==> config.mk <==
export PLATFORM = sky130hd
export DESIGN_NAME = vmu_front
export DESIGN_NICKNAME = d
export VERILOG_FILES = /design/src/hw/rtl/vmu_pkg.sv /design/src/hw/rtl/vmu_front.sv
export SDC_FILE = /design/constraint.sdc
export NUM_CORES = 1
export LEC_CHECK = 0
export BUFFER_PORTS_ARGS = -buffer_cell sky130_fd_sc_hd__buf_2
export CAP_MARGIN = 20
export CELL_PAD_IN_SITES_DETAIL_PLACEMENT = 2
export CELL_PAD_IN_SITES_GLOBAL_PLACEMENT = 2
export CORE_AREA = 2 2 178 180
export DETAILED_ROUTE_END_ITERATION = 8
export DIE_AREA = 0 0 180 182
export PLACE_DENSITY_LB_ADDON = 0.1
export SETUP_SLACK_MARGIN = 0.4
export SYNTH_ARGS = -nofsm -noshare
export SYNTH_HDL_FRONTEND = slang
export SYNTH_SLANG_ARGS = --single-unit
==> constraint.sdc <==
create_clock -name vclk -period 1.2
set_input_delay 0.06 -clock vclk [all_inputs]
set_output_delay 0.06 -clock vclk [all_outputs]
set_load 0.02 [all_outputs]
==> src/hw/rtl/vmu_pkg.sv <==
package vmu_pkg;

    localparam int FRAC_BITS_DEF   = 16;
    localparam int QUEUE_DEPTH_DEF = 4;

    localparam logic [3:0] FN_ADD   = 4'd0;
    localparam logic [3:0] FN_SUB   = 4'd1;
    localparam logic [3:0] FN_SCALE = 4'd2;
    localparam logic [3:0] FN_DIV   = 4'd3;
    localparam logic [3:0] FN_DOT   = 4'd4;
    localparam logic [3:0] FN_CROSS = 4'd5;
    localparam logic [3:0] FN_MAG   = 4'd6;
    localparam logic [3:0] FN_NORM  = 4'd7;
    localparam logic [3:0] FN_EQ    = 4'd8;

    typedef enum logic [3:0] {
        OP_ADD,
        OP_SUB,
        OP_SCALE,
        OP_DIV,
        OP_DOT,
        OP_CROSS,
        OP_MAG,
        OP_NORM,
        OP_EQ,
        OP_BAD
    } t_op;

    typedef struct packed {
        t_op              op;
        logic [2:0][31:0] a;
        logic [2:0][31:0] b;
        logic [31:0]      s;
        logic             a_zero;
        logic             s_zero;
        logic             eq;
    } t_req;

endpackage

==> src/hw/rtl/vmu_front.sv <==
module vmu_front (
    input  logic                  i_push,
    input  logic [3:0]            i_func,
    input  logic signed [31:0]    i_first_x,
    input  logic signed [31:0]    i_first_y,
    input  logic signed [31:0]    i_first_z,
    input  logic signed [31:0]    i_second_x,
    input  logic signed [31:0]    i_second_y,
    input  logic signed [31:0]    i_second_z,
    input  logic signed [31:0]    i_scalar,
    input  logic                  i_q_full,
    output logic                  o_full,
    output logic                  o_wr,
    output vmu_pkg::t_req         o_req
);
    import vmu_pkg::*;

    t_op op;

    always_comb begin
        case (i_func)
            FN_ADD:   op = OP_ADD;
            FN_SUB:   op = OP_SUB;
            FN_SCALE: op = OP_SCALE;
            FN_DIV:   op = OP_DIV;
            FN_DOT:   op = OP_DOT;
            FN_CROSS: op = OP_CROSS;
            FN_MAG:   op = OP_MAG;
            FN_NORM:  op = OP_NORM;
            FN_EQ:    op = OP_EQ;
            default:  op = OP_BAD;
        endcase
    end

    always_comb begin
        o_req.op     = op;
        o_req.a      = {i_first_z, i_first_y, i_first_x};
        o_req.b      = {i_second_z, i_second_y, i_second_x};
        o_req.s      = i_scalar;
        o_req.a_zero = (i_first_x == 32'sd0) && (i_first_y == 32'sd0) && (i_first_z == 32'sd0);
        o_req.s_zero = (i_scalar == 32'sd0);
        o_req.eq     = (i_first_x == i_second_x) && (i_first_y == i_second_y)
                    && (i_first_z == i_second_z);
    end

    assign o_full = i_q_full;
    assign o_wr   = i_push && !i_q_full;

endmodule

Yosys cells after proc, flatten, opt, wreduce, memory -nomap -nowiden
Memory sizes are Yosys's and may differ from the RTL's.
Index checks and enable logic that the tools add are counted.
- register bits: 0
- latch bits: 0
- memory bits (writable): 0
- memory bits (read-only): 64
- input port bits: 230
- output and inout port bits: 233
- logic and storage cells: 14
- memories: 1
- memory list (memory ; depth ; bits a word ; read ports ; clocked after Yosys merged registers in ; wr ports ; RTL line ; source):
    (name not given) ; 16 ; 4 ; 1 ; 0 ; 0 ; vmu_front.sv:21 ; case (i_func)
- add/sub/neg operators: 0
- multipliers: 0
- div/mod/pow operators: 0
- magnitude comparators: 0
- equality and inequality tests: 3
- shift-type cells: 0
- mux-type cells: 0
- bitwise operators: 0
- reduce and logical (&&, ||, !) cells: 10
- operator list (operator ; count):
    logical NOT 32 bit ; 4
    equality test 32 bit ; 3
    logical AND 1 bit ; 5
    logical NOT 1 bit ; 1

Longest topological paths before layout
- depth after elaboration: 3
- depth in mapped cells: 5
- gate-level depth less buffers: 5

Worst setup path before layout
OpenSTA, ideal clock, no wires.
- path kind: in2out
- start point: input port i_first_y[25]
- end point: output port o_req[2] (netlist bit)
- data arrival time: 1.303 ns
- required time: 1.140 ns
- path slack: -0.163 ns
- cell stages on the path: 4
- path buffers: 0
- cell sequence: nor4_1 > nand4_1 > or4_1 > nor3_2
- RTL lines (item ; RTL line ; source):
    start, declared ; vmu_front.sv:5 ; input logic signed [31:0] i_first_y,
    end, declared ; vmu_front.sv:14 ; output vmu_pkg::t_req o_req

==> results.txt <==
Status -> finished with violations
Failing checks -> setup timing
Port Buffers -> 463
Power Density -> 452 mW/mm^2
Sw frac -> 0.565
P_leak -> 2.91 nW
Share of cells above drive strength 1 -> 0.829
Drt first pass iters -> 4
CP Launch Type -> input port
Final Hold Vio Count -> 0
Tcrit/Tclk final -> 1.38
Seq/Total Area, Yosys -> 0
# IOs -> 463
Seq Cell Count -> 0
Worst Tran Pin Value -> 0.592 ns
Setup TNS Final -> -0.880 ns
Worst-path maximum fanout -> 2
Slack of the critical path -> -0.458 ns
DRT iter0 DRCs -> 34
Reg power frac -> 0
Peak supply drop -> 108 uV
CP max-delay cell -> or4_4
Antenna violations before repair -> 1
Total power -> 2.56 mW
Hold_sp -> i_scalar[30]
Area delta synth->final -> 86.2%
WL/cell -> 19.1 um
Setup Crit Path Kind -> in2out
Rows -> 65
Largest net degree at the start of global routing -> 5
Crit path cell chain -> buf_2, nor4_4, buf_4, nand4_1, or4_4, nor3_4, buf_6
GRT overflow -> 0
Die Y-Extent -> 182 um
Endpoint, Worst Hold -> o_req[33]
Fin util -> 0.183
Clkbuf count -> 0
Starting density of the core -> 0.0982
Final wirelength -> 21900 um
Max_cap viols -> 0
Fmax -> 603 MHz
Worst Path Required -> 1.14 ns
Hold Crit Class -> in2out
Post-CTS Setup Repair Bufs -> 0
Via density -> 3.37
P_sw -> 1.45 mW
Placer Congestion -> 0.827
Syn nets -> 632
Syn Area/Cell -> 7.57 sq um
Area of the multi-input gates -> 0.00185 sq mm
Die area -> 0.0328 sq mm
Largest stage delay, worst path -> 0.56 ns
Unrepaired setup endpoints after global routing -> yes
FF/Latch Area -> 0 sq um
YS warnings -> 0
Post-route DRC -> 0
Area of the core -> 0.0310 sq mm
Minimum clock period -> 1.66 ns
Total GRT Usage -> 0.125
Final setup viols -> 2
Vias in the first global route -> 4407
P_int -> 1.12 mW
Vias -> 3864
Final cell count without fillers -> 1147
Most common cell after layout, fill and taps aside -> buf_2
Post-synthesis cell count -> 402
Layout net count -> 976
Final Max Tran Viols -> 0
Fill cells -> 3774
Post-synth cell types -> 13
Combinational Power Share -> 1.000
CP endpoint kind -> output port
Die X -> 180 um
Clock power share -> 0
Post-synthesis instance area -> 0.00304 sq mm
Slew HR -> 0.604
DP Wirelength -> 20900 um
Placed cell count -> 1146
Hold Crit Depth -> 2
First-pass GRT wire length -> 30400 um
Commonest non-fill, non-tap cells in the layout -> buf_2 (431), buf_4 (107), xnor2_1 (46)
Place WS -> -1.04 ns
CP arrival -> 1.60 ns
DRT antenna net count -> 0
## final cells by class
type	count	share of cell area
tap	402	0.0887
timing repair buffer	568	0.584
antenna	1	0.000442
multi-input combinational	176	0.327
## worst max-delay path by stage
stage               cells after the start       end           start  slack [ns]
floorplan                               4  o_req[2]    i_first_z[9]       -0.03
finish                                  7  o_req[2]   i_first_x[26]       -0.46
detailed placement                      8  o_req[0]    i_first_y[7]       -1.04
global placement                        8  o_req[0]    i_first_y[7]       -0.96
global route                            9  o_req[0]   i_first_x[20]       -0.55
CTS                                     9  o_req[0]  i_second_x[10]       -0.53
## power by group through the flow
stage / logic (mW) / clock network [mW] / registers, mW
6_report: 2.56 / 0.000000111 / 0
5_1_grt: 2.75 / 0.000000111 / 0
4_1_cts: 2.56 / 0 / 0
3_5_place_dp: 2.39 / 0 / 0
3_3_place_gp: 2.39 / 0 / 0
2_1_floorplan: 1.42 / 0 / 0
## critical path, delay by kind of cell
| kind | cells | cell delay, ns |
|---|---|---|
| buffers and inverters | 3 | 0.44 |
| and+or+nand+nor | 4 | 1.09 |
## per-stage QoR
| step | instance area [sq um] | hold WS [ns] |
|---|---|---|
| final | 5670 | 0.346 |
| after global routing | 5670 | 0.352 |
| after CTS | 5480 | 0.348 |
| after detailed placement | 5030 | 0.355 |
| after global placement | 5030 | 0.355 |
| after floorplan | 3120 | 0.198 |
## logic make-up (layout without fill, tap and decap cells)
| kind of cell | after synthesis | in the layout | share of synthesized area |
|---|---|---|---|
| buffers and inverters | 226 | 568 | 0.557 |
| XOR/XNOR | 96 | 96 | 0.276 |
| AND/OR/NAND/NOR | 79 | 79 | 0.165 |
| AO/OA/AOI/OAI | 1 | 1 | 0.00164 |
| other | 0 | 1 | 0 |
## cells in the mapped netlist (all sizes together)
cell | instances | area, sq um
nor2b | 3 | 18.8
nor4 | 44 | 282
o21ai | 1 | 5.00
nand2b | 1 | 6.26
nor3 | 2 | 15.0
xnor2 | 64 | 561
buf | 226 | 1700
nand4 | 27 | 169
or4 | 1 | 7.51
xor2 | 32 | 280
nor2 | 1 | 3.75
## layer usage
layer | vias to the layer above | routed length, um | GRT usage
met5 | - | 0 | 0
met4 | 0 | 63 | 0.00325
met3 | 2 | 1560 | 0.0231
met2 | 260 | 12500 | 0.264
met1 | 1773 | 7820 | 0.133
li1 | 1829 | - | -
## repair_timing
action,in CTS,in global routing
pin swaps,23,18
hold buffers,0,0
setup endpoints to repair,3,3
gates resized for setup,73,41
(Power assumes the default switching activity.)
