`config.mk`:
```
export PLATFORM = sky130hd
export DESIGN_NAME = vmu_queue
export DESIGN_NICKNAME = d
export VERILOG_FILES = /design/src/hw/rtl/vmu_pkg.sv /design/src/hw/rtl/vmu_queue.sv
export SDC_FILE = /design/constraint.sdc
export NUM_CORES = 1
export LEC_CHECK = 0
export ABC_AREA = 1
export BUFFER_PORTS_ARGS = -buffer_cell sky130_fd_sc_hd__buf_2
export CORE_MARGIN = 3
export CORE_UTILIZATION = 57
export DETAILED_ROUTE_END_ITERATION = 8
export GPL_ROUTABILITY_DRIVEN = 0
export PLACE_DENSITY = 0.79
export SLEW_MARGIN = 40
export SYNTH_ARGS = -nofsm -noshare
export SYNTH_HDL_FRONTEND = slang
export SYNTH_SLANG_ARGS = --single-unit
```
`constraint.sdc`:
```
create_clock -name i_clk -period 12.87 [get_ports i_clk]
set_clock_uncertainty 0.05 [all_clocks]
set_input_delay 0.6435 -clock i_clk [delete_from_list [all_inputs] [get_ports i_clk]]
set_output_delay 0.6435 -clock i_clk [all_outputs]
set_load 0.005 [all_outputs]
```
`src/hw/rtl/vmu_pkg.sv`:
```
package vmu_pkg;

    localparam int FRAC_BITS_DEF   = 16;
    localparam int QUEUE_DEPTH_DEF = 4;

    localparam logic [3:0] FN_ADD   = 4'd0;
    localparam logic [3:0] FN_SUB   = 4'd1;
    localparam logic [3:0] FN_SCALE = 4'd2;
    localparam logic [3:0] FN_DIV   = 4'd3;
    localparam logic [3:0] FN_DOT   = 4'd4;
    localparam logic [3:0] FN_CROSS = 4'd5;
    localparam logic [3:0] FN_MAG   = 4'd6;
    localparam logic [3:0] FN_NORM  = 4'd7;
    localparam logic [3:0] FN_EQ    = 4'd8;

    typedef enum logic [3:0] {
        OP_ADD,
        OP_SUB,
        OP_SCALE,
        OP_DIV,
        OP_DOT,
        OP_CROSS,
        OP_MAG,
        OP_NORM,
        OP_EQ,
        OP_BAD
    } t_op;

    typedef struct packed {
        t_op              op;
        logic [2:0][31:0] a;
        logic [2:0][31:0] b;
        logic [31:0]      s;
        logic             a_zero;
        logic             s_zero;
        logic             eq;
    } t_req;

endpackage

```
`src/hw/rtl/vmu_queue.sv`:
```
module vmu_queue #(
    parameter int DEPTH = vmu_pkg::QUEUE_DEPTH_DEF
) (
    input  logic          i_clk,
    input  logic          i_rst_n,
    input  logic          i_wr,
    input  vmu_pkg::t_req i_data,
    output logic          o_full,
    input  logic          i_rd,
    output logic          o_vld,
    output vmu_pkg::t_req o_data
);
    import vmu_pkg::*;

    localparam int AW = (DEPTH > 1) ? $clog2(DEPTH) : 1;
    localparam int CW = $clog2(DEPTH + 1);

    t_req            r_mem [DEPTH];
    logic [AW-1:0]   r_wp;
    logic [AW-1:0]   r_rp;
    logic [CW-1:0]   r_cnt;
    logic            do_wr;
    logic            do_rd;

    assign o_full = (r_cnt == CW'(DEPTH));
    assign o_vld  = (r_cnt != '0);
    assign o_data = r_mem[r_rp];
    assign do_wr  = i_wr && !o_full;
    assign do_rd  = i_rd && o_vld;

    always_ff @(posedge i_clk) begin
        if (!i_rst_n) begin
            r_wp  <= '0;
            r_rp  <= '0;
            r_cnt <= '0;
        end else begin
            if (do_wr) begin
                r_wp <= (r_wp == AW'(DEPTH - 1)) ? '0 : r_wp + AW'(1);
            end
            if (do_rd) begin
                r_rp <= (r_rp == AW'(DEPTH - 1)) ? '0 : r_rp + AW'(1);
            end
            if (do_wr && !do_rd) begin
                r_cnt <= r_cnt + CW'(1);
            end else if (do_rd && !do_wr) begin
                r_cnt <= r_cnt - CW'(1);
            end
        end
    end

    always_ff @(posedge i_clk) begin
        if (do_wr) begin
            r_mem[r_wp] <= i_data;
        end
    end

endmodule

```
# After elaboration in Yosys (flattened, before gate mapping)
# Memory sizes are Yosys's and may differ from the RTL's. A register that Yosys moved wholly into a read port is not among the register bits.
# Cells that the tools add are included.
# totals
reg_bits	7
ramBits	924
input_bits	235
out_inout_bits	233
wordCells	28
memories	1
# classes
n_addsub	4
n_eq_ne	3
muxes	8
n_reduce_logical	9
# mem_list
name	depth	width	read_ports	rd_clocked_by_memory_dff	wr	line	source
r_mem	4	231	1	1	1	vmu_queue.sv:18	t_req r_mem [DEPTH];
# ops
operator	n
2-bit 2-to-1 mux	4
3-bit 2-to-1 mux	2
2-bit by 1-bit adder with 2-bit output (second input constant)	2
2-bit equality test (second input constant)	2
1-bit logical AND	4
3-bit by 1-bit adder with 3-bit output (second input constant)	1
3-bit equality test (second input constant)	1
1-bit zero test	3
3-bit nonzero test	1
3-bit by 1-bit subtractor with 3-bit output (second input constant)	1
1-bit 2-to-1 mux	2
2-bit nonzero test	1

# Longest topological paths before layout
# logic_depth
depth_word	7
mapped_depth	13
depth_no_buf	13

# Worst setup path before layout
# Ideal clock, no wire load.
# synth_timing
path_kind	input -> register
from	input port i_wr
to	memory r_mem[0][0] in the netlist's numbering, enable pin
setup_time_ns	0.827
arrival_ns	10.327
required_ns	11.993
path_slack_ns	1.666
path_stages	2
n_path_buf	0
cell_sequence	nand2_1 nor2_1
# synth_between
elab_chain_cells	3
# synth_lines
element	line	source
start, declared	vmu_queue.sv:6	input logic i_wr,
1-bit logical AND	vmu_queue.sv:28	assign do_wr = i_wr && !o_full;
1-bit 2-to-1 mux	vmu_queue.sv:52	if (do_wr) begin
1-bit 2-to-1 mux (not written as such)	vmu_queue.sv:53	r_mem[r_wp] <= i_data;
end, declared	vmu_queue.sv:18	
# No other way between the ends.

==> impl_metrics.toml <==
[run_status]
status = "completed"

[cells_and_area]
multi_input_area_um2 = 5780
syn_to_final_growth_pct = 16.7
regArea_um2 = 27900
n_fill_cell = 3820
finalInstanceArea_um2 = 40500
layout-drive-gt1-share_pct = 22.5
fin_nets = 2985

[power]
p_per_area_nw_per_um2 = 209
power.total_mw = 8.47
leakage_nw = 14.1
peakVddDrop_mv = 0.180

[critical_path]
critPathRequiredTime_ps = 12180
cp-start-kind = "register"
max_stage_delay_ps = 460
cp_max_fo = 184
crit_buf_inv = 5
cp-end-kind = "primary output"
critical_path_class = "reg -> out"
worstPathCellList = "buf_12, inv_12, buf_12, buf_16, o21ai_0, o22ai_1, buf_2"
slowest_stage = "inv_12"
worstPathArrival_ps = 3480
r2r-start = "r_cnt[0]"
critPathMostFrequentCell = "buf_12"
cpLargestDelayFamily = "buffers and inverters"

[placement]
post-place-ws_ps = 9160
port_buffers = 467
place.detailed.hpwl_mm = 45.8
postPlaceCellArea_um2 = 37400

[clock_tree]
cts_buffer_depth = 3
clock-sinks = 933
htreeDepth = 3
clk_pin_slew_ps = 60
cts_hold_buf = 0
cts_tree = "yes"
clk-insertion-delay-late_ps = 630
cts_resized = 0
cts_buffers = 91
cts_root_buf = "clkbuf_16"
post_cts_buffers = 0

[worst_hold_path]
worstHoldStart = "i_data[4]"
hp-class = "in -> reg"

[die]
rows = 89
die_area_um2 = 63900
io-pin-count = 468
core_um2 = 59600
dieHeight_um = 253
initial_core_util_pct = 58.2
die_w_um = 253

[route]
wl_per_cell_um = 22.2
antenna_left = 0
via_per_inst = 5.95
first_pass_iters = 5
vias = 21500
drc = 0
wirelength_mm = 80.3
drtIter0Drc = 2000

[logic_synthesis]
ys_seq_area_share_pct = 80.5
synth_commonest_cells = "edfxtp_1, nor2_1, o21ai_0, o22ai_1, o21ai_1"
syn_avg_cell_area_um2 = 15.1
synth_flop_cell = "edfxtp_1"
synth_seq_cells = 933
syn_area_um2 = 34700
synth_top_area_share_pct = 80.0
yosysMostFrequentCell = "edfxtp_1"
synthTopCellsByArea = "edfxtp_1, o21ai_0, nor2_1"
synthArstFlopShare_pct = 0
yosysTopAreaCell = "edfxtp_1"
syn_nets = 2547
ys.warnings.count = 0
synthCells = 2305
ys_types = 20
synth_edf_count = 924

[sta]
min_period_over_period_pct = 32.4
tns_ps = 0
postLayoutSetupSlackWorst_ps = 8700
hold_viol = 0
max_slew_margin_pct = 43.8
max_freq_mhz = 240
rsz0062_at_grt = "no"
drv_slew = 0
worstMarginPinSlew_ps = 843
setup-violations-final = 0
period_needed_ps = 4170

[global_route]
grt_max_degree = 185
first_global_vias = 21500
grt-ovfl-total = 0
grt_pass1_wl_mm = 121
grt_util_all_layers_pct = 24.5
antenna_found_initial = 34

[run]
maxCapViolations = 0
[cells in the final DEF, fill, tap and decap left out]
cell type     n
buf_6        14
nor2_1      473
buf_16        1
clkbuf_16    92
clkinv_8      3
ha_1          6
nand3_1       2
diode_2      23
buf_2       467
clkinv_1     20
clkbuf_1     15
buf_12        5
nor2_4        4
nand3b_1      1
clkinvlp_4    5
buf_4        11
o21ai_1     100
inv_16        1
o21ai_0     364
dfxtp_4       2
fa_1          1
nand2_1      15
dfxtp_1       7
inv_1        16
a21oi_1       3
nand4_1       1
bufinv_16    11
o22ai_1     231
clkinv_4      2
clkinv_2     14
edfxtp_1    924
inv_12        1
inv_6         1
[metrics by stage]
step           hold slack, ps  util, %  cells
2_1_floorplan             430        -   2305
3_3_place_gp              439     62.6   3418
3_5_place_dp              464     62.8   3422
4_1_cts                   127     67.8   3585
5_1_grt                   146     67.9   3600
6_report                  167     68.0   3609
[registers in the layout, indices dropped and copies added, names as in the netlist, named ones only]
signal  flops
r_rp        2
r_cnt       3
r_wp        2
r_mem     924
[where the power goes]
part	leakage [nW]	total, mW	internal, mW	switching [mW]
clock	1.43	2.61	1.53	1.08
combinational	4.09	2.06	0.684	1.37
sequential	8.54	3.80	3.70	0.100
total	14.1	8.47	5.92	2.56
[cell families (layout without fill, tap and decap cells)]
kind of cell | count (synthesis) | in the layout | share of synthesized area (%)
buffers and inverters | 171 | 679 | 2.93
other | 0 | 23 | 0
AO/OA/AOI/OAI | 698 | 698 | 10.9
adder cells (fa/ha/maj) | 7 | 7 | 0.274
flip-flops | 933 | 933 | 80.5
AND/OR/NAND/NOR | 496 | 496 | 5.39
[worst paths after layout]
kind | end | slack (ps) | depth (start not counted)
hold / removal | r_mem[1][4] | 170 | 1
setup / recovery | o_data[49] | 8700 | 7
hold reg to reg | r_wp[0] | 510 | 2
setup reg to reg | r_mem[2][148] | 9340 | 6
[per-layer routing]
metal / track usage (%) / vias to the layer above / share of wire [%]
li1: - / 9650 / -
met1: 30.2 / 10600 / 37
met2: 41.0 / 1014 / 50
met3: 7.56 / 156 / 10
met4: 9.34 / 28 / 2.7
met5: 0 / - / 0.21
[layout make-up]
| class | count | share of cell area [%] |
|---|---|---|
| well taps | 773 | 2.39 |
| repair buffers | 498 | 6.68 |
| multi-input cells | 1201 | 14.3 |
| flip-flops and latches | 933 | 69.0 |
| clock inverters | 56 | 1.48 |
| clock buffers | 107 | 5.83 |
| diodes | 23 | 0.142 |
| inverters | 18 | 0.210 |
(Power assumes the default switching activity.)
